==> config.mk <==
export PLATFORM = sky130hd
export DESIGN_NAME = rau_div
export DESIGN_NICKNAME = d
export VERILOG_FILES = /design/src/rtl/core/rau_pkg.sv /design/src/rtl/core/rau_div.sv
export SDC_FILE = /design/constraint.sdc
export NUM_CORES = 1
export LEC_CHECK = 0
export ABC_AREA = 0
export BUFFER_PORTS_ARGS = -buffer_cell sky130_fd_sc_hd__buf_2
export CORE_MARGIN = 2
export CORE_UTILIZATION = 30
export DETAILED_ROUTE_END_ITERATION = 12
export GPL_TIMING_DRIVEN = 0
export SETUP_SLACK_MARGIN = 0.05
export SLEW_MARGIN = 15
export SYNTH_ARGS = -nofsm -noshare
export SYNTH_HDL_FRONTEND = slang
export SYNTH_SLANG_ARGS = --single-unit
export TNS_END_PERCENT = 1
==> constraint.sdc <==
create_clock -name clock -period 18.7 [get_ports clock]
set_clock_uncertainty 0.1 [all_clocks]
set_input_delay 5.61 -clock clock [delete_from_list [all_inputs] [get_ports clock]]
set_output_delay 5.61 -clock clock [all_outputs]
set_load 0.05 [all_outputs]
==> src/rtl/core/rau_pkg.sv <==
package rau_pkg;

   localparam int OPERAND_WIDTH_DEF = 16;
   localparam int NUM_W = 34;
   localparam int DEN_W = 31;
   localparam int CMD_W = 4;

   localparam logic [CMD_W-1:0] CMD_ADD = 4'd0;
   localparam logic [CMD_W-1:0] CMD_SUB = 4'd1;
   localparam logic [CMD_W-1:0] CMD_MUL = 4'd2;
   localparam logic [CMD_W-1:0] CMD_DIV = 4'd3;
   localparam logic [CMD_W-1:0] CMD_EQ  = 4'd4;
   localparam logic [CMD_W-1:0] CMD_NE  = 4'd5;
   localparam logic [CMD_W-1:0] CMD_GT  = 4'd6;
   localparam logic [CMD_W-1:0] CMD_LT  = 4'd7;
   localparam logic [CMD_W-1:0] CMD_LE  = 4'd8;
   localparam logic [CMD_W-1:0] CMD_GE  = 4'd9;
   localparam logic [CMD_W-1:0] CMD_INC = 4'd10;
   localparam logic [CMD_W-1:0] CMD_DEC = 4'd11;

endpackage

==> src/rtl/core/rau_div.sv <==
module rau_div import rau_pkg::*; #(
   parameter int WIDTH = 2 * OPERAND_WIDTH_DEF + 2
) (
   input  logic             clock,
   input  logic             reset,
   input  logic             start,
   input  logic [WIDTH-1:0] dividend,
   input  logic [WIDTH-1:0] divisor,
   output logic             done,
   output logic [WIDTH-1:0] quotient
);

   localparam int CW = $clog2(WIDTH + 1);

   logic [WIDTH:0]   rem_ff;
   logic [WIDTH-1:0] quo_ff;
   logic [CW-1:0]    cnt_ff;
   logic             busy_ff;
   logic             done_ff;

   logic [WIDTH:0] shifted;
   logic           fits;

   // restoring division, one quotient bit per cycle
   assign shifted = {rem_ff[WIDTH-1:0], quo_ff[WIDTH-1]};
   assign fits    = shifted >= {1'b0, divisor};

   always_ff @(posedge clock) begin
      if (reset) begin
         busy_ff <= 1'b0;
         done_ff <= 1'b0;
      end else begin
         done_ff <= !start && busy_ff && (cnt_ff == CW'(1));
         if (start) begin
            rem_ff  <= '0;
            quo_ff  <= dividend;
            cnt_ff  <= CW'(WIDTH);
            busy_ff <= 1'b1;
         end else if (busy_ff) begin
            rem_ff <= fits ? shifted - {1'b0, divisor} : shifted;
            quo_ff <= {quo_ff[WIDTH-2:0], fits};
            cnt_ff <= cnt_ff - CW'(1);
            if (cnt_ff == CW'(1)) begin
               busy_ff <= 1'b0;
            end
         end
      end
   end

   assign done     = done_ff;
   assign quotient = quo_ff;

endmodule

==> summary.md, run 1 <==
| Metric | Value |
|---|---|
| Nets | `735` |
| DIE AREA | `18820 µm²` |
| Cts hold-fix bufs | `0` |
| H-tree levels | `3` |
| First-pass GRT wire length | `21000 µm` |
| Net switching power | `0.0001853 W` |
| Top Ports | `106` |
| Number of CTS-inserted buffers | `9` |
| Gate Count Post-Synth | `509` |
| Crit-path max FO | `5` |
| Status | `finished clean` |
| Post-synth ARST share | `0%` |
| Cell Area, Synth | `5321 µm²` |
| Crit-path slowest cell | `fa_1` |
| Post-CTS setup buffers | `0` |
| Core Region | `17300 µm²` |
| Ant. Diodes | `0` |
| Post-synth net total | `617` |
| Row count | `48` |
| Sw Ratio | `32.47%` |
| Clock sink count | `76` |
| Starting density of the core | `30.77%` |
| Clk buf depth | `2` |
| CTS tree | `yes` |
| Final instance area | `6506 µm²` |
| Share of cells above drive strength 1 | `28.16%` |
| GRT overflow | `0` |
| Number of DRC markers in iteration 0 | `218` |
| Utilization after layout | `37.62%` |
| Drt via density | `4.845` |
| # fillers | `1727` |
| Placed cell areas | `6213 µm²` |
| Main flop type after synthesis | `edfxtp_1` |
| Buffers on Ports | `104` |
| Crit. End Element | `flop` |
| Critical path launch point type | `input port` |
| Post-DRT Antenna Nets | `0` |
| Max incr delay on CP | `0.40 ns` |
| Seq/Total Area, Yosys | `42.51%` |
| Clock slew at reported path FFs | `0.06 ns` |
| Worst Hold Class | `flop to flop` |
| Clk pwr share | `31.0%` |
| Critical path type | `input port to flop` |
| Worst path cell trace | `buf_2 -> ha_1 -> inv_1 -> fa_1 -> a21oi_1 -> o21ai_0 -> a21oi_1 -> o211ai_1 -> a21oi_2 -> a211oi_1 -> o21a_1 -> or3_1 -> a41o_1` |
| Number of global-route vias before repair | `4225` |
| Syn avg cell area | `10.45 µm²` |
| RSZ-0062 raised after global routing | `no` |
| 1st-pass router iterations | `4` |
| Rel. slew slack | `48.41%` |
| DP Wirelength | `9663 µm` |
| Gate power share | `31.3%` |
| Worst EP required | `18.69 ns` |
| Number of flops mapped to enable cells by yosys | `74` |
| Power Dens Cells | `87.73 nW/µm²` |
| GRT Overall Usage | `14.33%` |
| TNS Setup | `0 ns` |
| Sequential power share | `37.7%` |
| Final setup fails | `0` |
| Most Frequent Cell on Critical Path | `a21oi_1` |
| Via count | `4152` |
| Internal power | `0.0003855 W` |
| Root Driver | `clkbuf_16` |
| Cts repair resizes | `0` |
| Seq cells post-synth | `76` |
| Slew Limit Fails | `0` |
| Fin crit period | `8.377 ns` |
| Max-cap violations | `0` |
| Final hold violations | `0` |
| Number of antenna violations at the first check in global routing | `1` |
| Worst endpoint data arrival time | `8.37 ns` |
| WL/cell | `14.94 µm` |
| Fin crit share | `44.80%` |
| FMAX | `119.4 MHz` |
| Gpl congestion | `0.8530` |
| Worst vdd rail ir drop | `0.08147 mV` |
| Clock Latency Late Sink | `0.34 ns` |
| Area delta synth->final | `22.27%` |
| Measured slew at the worst slew-check pin | `0.7721 ns` |
| Distinct cell type count after synthesis | `57` |
| Die width | `137.2 µm` |
| Synth warn | `0` |
| Detailed Route WL | `12800 µm` |
| DRC Markers | `0` |
| Largest net degree at the start of global routing | `24` |
| Die Ht | `137.2 µm` |
| P_leak | `2.802 nW` |
## sequential cells by signal, summed over array words and instances, names as in the netlist
name and count:
busy_ff 1, cnt_ff 6, done 1, quotient 34, rem_ff 34
## per-stage QoR
step | instances | total power [W] | worst slack (ns) | hold WS (ns)
2_1_floorplan | 509 | 0.0003551 | 8.710 | 0.3711
3_3_place_gp | 838 | 0.0003948 | 6.572 | 0.4018
3_5_place_dp | 841 | 0.0003971 | 9.966 | 0.4129
4_1_cts | 857 | 0.0005769 | 10.32 | 0.4184
5_1_grt | 857 | 0.0006031 | 10.10 | 0.4376
6_report | 857 | 0.0005708 | 10.32 | 0.4158
## final cells by class
| type | count | area [µm²] | area share [%] |
|---|---|---|---|
| multi-input combinational | 366 | 2771 | 42.60 |
| tap | 225 | 281.5 | 4.327 |
| clock buffer | 10 | 229.0 | 3.519 |
| clock inverter | 6 | 63.81 | 0.9808 |
| buffer | 18 | 111.4 | 1.712 |
| inverter | 49 | 183.9 | 2.827 |
| timing repair buffer | 107 | 603.1 | 9.269 |
| sequential | 76 | 2262 | 34.77 |
## placed cells by master, fill, tap and decap left out, types with 4 or more instances in the layout
cell type	count
nor2_1	55
a21oi_1	34
mux2_2	34
clkbuf_1	12
nor2b_1	6
nand4_1	6
inv_1	49
clkbuf_16	9
nor3_1	7
xnor2_1	22
o21a_1	6
or3_1	4
edfxtp_1	74
nand3_1	9
a211oi_1	5
a31oi_1	4
a21o_1	9
a211oi_2	5
nand2_1	19
ha_1	36
o211ai_1	6
mux2i_1	25
buf_2	106
o21ai_0	19
xor2_1	7
## kinds of logic after synthesis
kind of cell	synth area share, %
simple gates	11.36
buf+inv	5.549
fa+ha+maj	8.841
mux	11.90
compound gates	15.07
flops	42.51
xor+xnor	4.773
## final timing paths
check                                   from    endpoint  slack, ns  cells after the start
worst max register to register  quotient[33]  rem_ff[26]      15.21                     13
worst min-delay path                 busy_ff        done       0.42                      1
worst min register to register       busy_ff        done       0.42                      1
worst max-delay path              divisor[0]  rem_ff[26]      10.32                     13
## worst max-delay path: cells and delay by family
family	cells	cell delay, ns
AOI/OAI and AO/OA	8	1.73
adders and majority gates	2	0.56
and+or+nand+nor	1	0.31
buffers and inverters	2	0.14
## power by group through the flow
stage	clock, W	combinational, W	sequential [W]
floorplan	0	0.000121	0.000234
global placement	0	0.000175	0.000220
detailed placement	0	0.000179	0.000218
CTS	0.000182	0.000180	0.000215
global route	0.000187	0.000199	0.000217
finish	0.000177	0.000179	0.000215
## layer usage
layer  GRT usage [%]  part of all wire (%)  up-vias
li1                -                     -     2108
met3           5.592                   7.8        2
met5               0                     0        -
met1           18.39                    47     1923
met4           2.806                  0.41        0
met2           23.02                    45      119
## synth_stat cells (all sizes together) (2+ instances only)
cell	n	area share [%]
dfxtp	2	0.75
nand3b	2	0.28
or3	4	0.47
nor3b	3	0.52
xnor2	22	3.6
buf	7	1.3
and3	2	0.24
o21ai	22	2.3
nor2	56	4.0
o22ai	2	0.24
a21oi	37	3.7
a31oi	4	0.47
nand3	9	0.85
inv	49	3.5
a41o	2	0.38
a2111oi	3	0.49
nand2	19	1.3
o2bb2ai	2	0.33
a21o	9	1.3
clkbuf	11	0.78
nand2b	3	0.35
nand4	6	0.71
nor4	3	0.35
and4	3	0.49
o211ai	6	0.85
nor3	7	0.66
a211o	2	0.33
o2111ai	2	0.45
edfxtp	74	42
ha	36	8.5
mux2	34	7.2
mux2i	25	4.7
xor2	7	1.2
nor2b	6	0.71
a211oi	10	1.9
o21a	6	0.85
(Power assumes the default switching activity.)
==> run 2, diff against run 1 <==
- ABC_AREA: 0 -> 1
- clock period: 18.7 -> 7.08 ns (I/O delays scaled with it)
==> summary.md, run 2 <==
| Metric | Value |
|---|---|
| Status | `finished clean` |
| Detailed Route WL | `16480 µm` |
| Crit-path slowest cell | `ha_1` |
| Min-Delay Path Depth | `2` |
| Commonest non-fill, non-tap cell in the layout | `nand2_1` |
| Number of CTS-inserted buffers | `9` |
| Post-CTS setup buffers | `0` |
| Post-synth net total | `1017` |
| 1st-pass router iterations | `4` |
| Register-to-Register Path Depth | `11` |
| Root Driver | `clkbuf_16` |
| Worst Hold Class | `flop to flop` |
| Drt via density | `4.449` |
| Setup WS pre-CTS | `2.543 ns` |
| Die Ht | `147.6 µm` |
| Largest net degree at the start of global routing | `25` |
| RSZ-0062 raised after global routing | `no` |
| TNS Setup | `0 ns` |
| Buffers on Ports | `104` |
| CTS tree | `yes` |
| Via count | `5792` |
| Worst vdd rail ir drop | `0.1428 mV` |
| Row count | `52` |
| Die width | `147.6 µm` |
| Worst EP required | `7.08 ns` |
| Most frequent cell after synthesis | `nand2_1` |
| Largest cells by area after synthesis | `edfxtp_1 36%, nand2_1 22%, inv_1 9.2%` |
| Worst Hold Endpoint | `done` |
| Measured slew at the worst slew-check pin | `0.6764 ns` |
| Max incr delay on CP | `0.34 ns` |
| Distinct cell type count after synthesis | `31` |
| Share of the synthesized area in the top cell type | `35.92%` |
| Number of antenna violations at the first check in global routing | `2` |
| Max-cap violations | `0` |
| Rel. slew slack | `54.91%` |
| Worst path cell trace | `buf_2 -> inv_1 -> ha_1 -> nand2_1 -> nor2_1 -> nand3_1 -> nor3_1 -> a21oi_2 -> nand2_8 -> inv_6 -> buf_6 -> nor2_1 -> nor2_1` |
| Fin crit share | `58.32%` |
| Gpl congestion | `0.9045` |
| Top Ports | `106` |
| Most frequent cells in the layout | `364 x nand2_1, 152 x inv_1, 104 x buf_2` |
| Worst endpoint data arrival time | `4.13 ns` |
| Power Dens Cells | `211.2 nW/µm²` |
| GRT overflow | `0` |
| Share of cells above drive strength 1 | `15.03%` |
| Number of global-route vias before repair | `5504` |
| WP buf/inv | `4` |
| Final worst slack | `2.951 ns` |
| # fillers | `2221` |
| FMAX | `242.2 MHz` |
| Tot Pwr | `0.001568 W` |
| Synth warn | `0` |
| GRT Overall Usage | `15.59%` |
| Number of DRC markers in iteration 0 | `327` |
| Nets | `1135` |
| First-pass GRT wire length | `27050 µm` |
| Critical path's top delay family | `simple AND/OR/NAND/NOR gates` |
| Critical path launch point type | `input port` |
| Fin crit period | `4.129 ns` |
| Hold Startpoint | `busy_ff` |
| Final hold slack | `0.4088 ns` |
| Area delta synth->final | `20.02%` |
| DP Wirelength | `13300 µm` |
| Starting density of the core | `30.58%` |
| RR Endpoint | `rem_ff[27]` |
| Final hold violations | `0` |
| Main flop type after synthesis | `edfxtp_1` |
| Crit. End Element | `flop` |
| Number of flops mapped to enable cells by yosys | `74` |
| Cell accounting for the most synthesized area | `edfxtp_1` |
| Clock sink count | `76` |
| Cell Area, Synth | `6187 µm²` |
| Slew Limit Fails | `0` |
| Utilization after layout | `36.70%` |
| Clock slew at reported path FFs | `0.06 ns` |
| Core Region | `20230 µm²` |
| Syn avg cell area | `6.807 µm²` |
| Seq/Total Area, Yosys | `36.56%` |
| Synth top cells by count | `364 x nand2_1, 152 x inv_1, 100 x nor2_1` |
| DIE AREA | `21790 µm²` |
| Critical path type | `input port to flop` |
| Clock Latency Late Sink | `0.35 ns` |
| Post-synth ARST share | `0%` |
| Cts repair resizes | `0` |
| Seq cells post-synth | `76` |
| Crit-path max FO | `10` |
| P_leak | `3.992 nW` |
| WL/cell | `12.66 µm` |
| Final setup fails | `0` |
| Reg2reg start | `rem_ff[6]` |
| Most Frequent Cell on Critical Path | `nor2_1` |
| Cts hold-fix bufs | `0` |
| R2r setup slk | `4.43 ns` |
| DRC Markers | `0` |
| Critical path depth | `13` |
| Gate Count Post-Synth | `909` |
| Post-DRT Antenna Nets | `0` |
| Clk buf depth | `2` |
| H-tree levels | `3` |
## run 2: worst max-delay path by stage
| stage | startpoint | to | slack [ns] |
|---|---|---|---|
| after floorplan | start | cnt_ff[0] | 0.40 |
| after global placement | start | rem_ff[18] | -1.62 |
| after detailed placement | divisor[6] | rem_ff[27] | 2.54 |
| after CTS | divisor[6] | rem_ff[27] | 2.90 |
| after global routing | divisor[7] | rem_ff[27] | 2.79 |
| final | divisor[7] | rem_ff[27] | 2.95 |
## run 2: kinds of logic (layout without fill, tap and decap cells)
kind of cell / count (synthesis) / after routing / share of synthesized area (%)
adders and majority gates: 37 / 37 / 7.604
and+or+nand+nor: 546 / 546 / 36.32
buffers and inverters: 174 / 296 / 11.36
other: 0 / 1 / 0
xor gates and xnor gates: 16 / 16 / 2.265
DFF: 76 / 76 / 36.56
AOI/OAI and AO/OA: 60 / 60 / 5.885
## run 2: final cells by class
cell class | instances | area (µm²) | area share (%)
Multi-Input combinational cell | 659 | 3233 | 43.54
Timing Repair Buffer | 107 | 603.1 | 8.121
Clock buffer | 11 | 232.7 | 3.134
Antenna cell | 1 | 2.502 | 0.03370
Buffer | 18 | 112.6 | 1.516
Clock inverter | 4 | 51.30 | 0.6908
Tap cell | 270 | 337.8 | 4.549
Inverter | 156 | 590.6 | 7.953
Sequential cell | 76 | 2262 | 30.46
## run 2: report_power, final
group          internal [W]  total [W]  switching [W]
combinational      0.000184   0.000538       0.000354
clock              0.000272   0.000464       0.000192
sequential         0.000546   0.000566      0.0000200
total               0.00100    0.00157       0.000566
## run 2: per-stage QoR
step / instances / cell area [µm²]
CTS: 1301 / 7423
finish: 1302 / 7426
global placement: 1283 / 7046
floorplan: 909 / 6187
detailed placement: 1286 / 7139
global route: 1301 / 7423
## run 2: metal layers
| metal | track usage (%) | vias to the layer above | wire length (µm) |
|---|---|---|---|
| met5 | 0 | - | 13 |
| met1 | 19.76 | 2580 | 7703 |
| met4 | 3.510 | 2 | 214 |
| met2 | 26.14 | 151 | 7413 |
| met3 | 4.784 | 18 | 1134 |
| li1 | - | 3041 | - |
## run 2: worst min-delay path, stage by stage (launching register included)
cell and delay [ns]:
dfxtp_1 0.30, inv_1 0.10, nor3_1 0.07
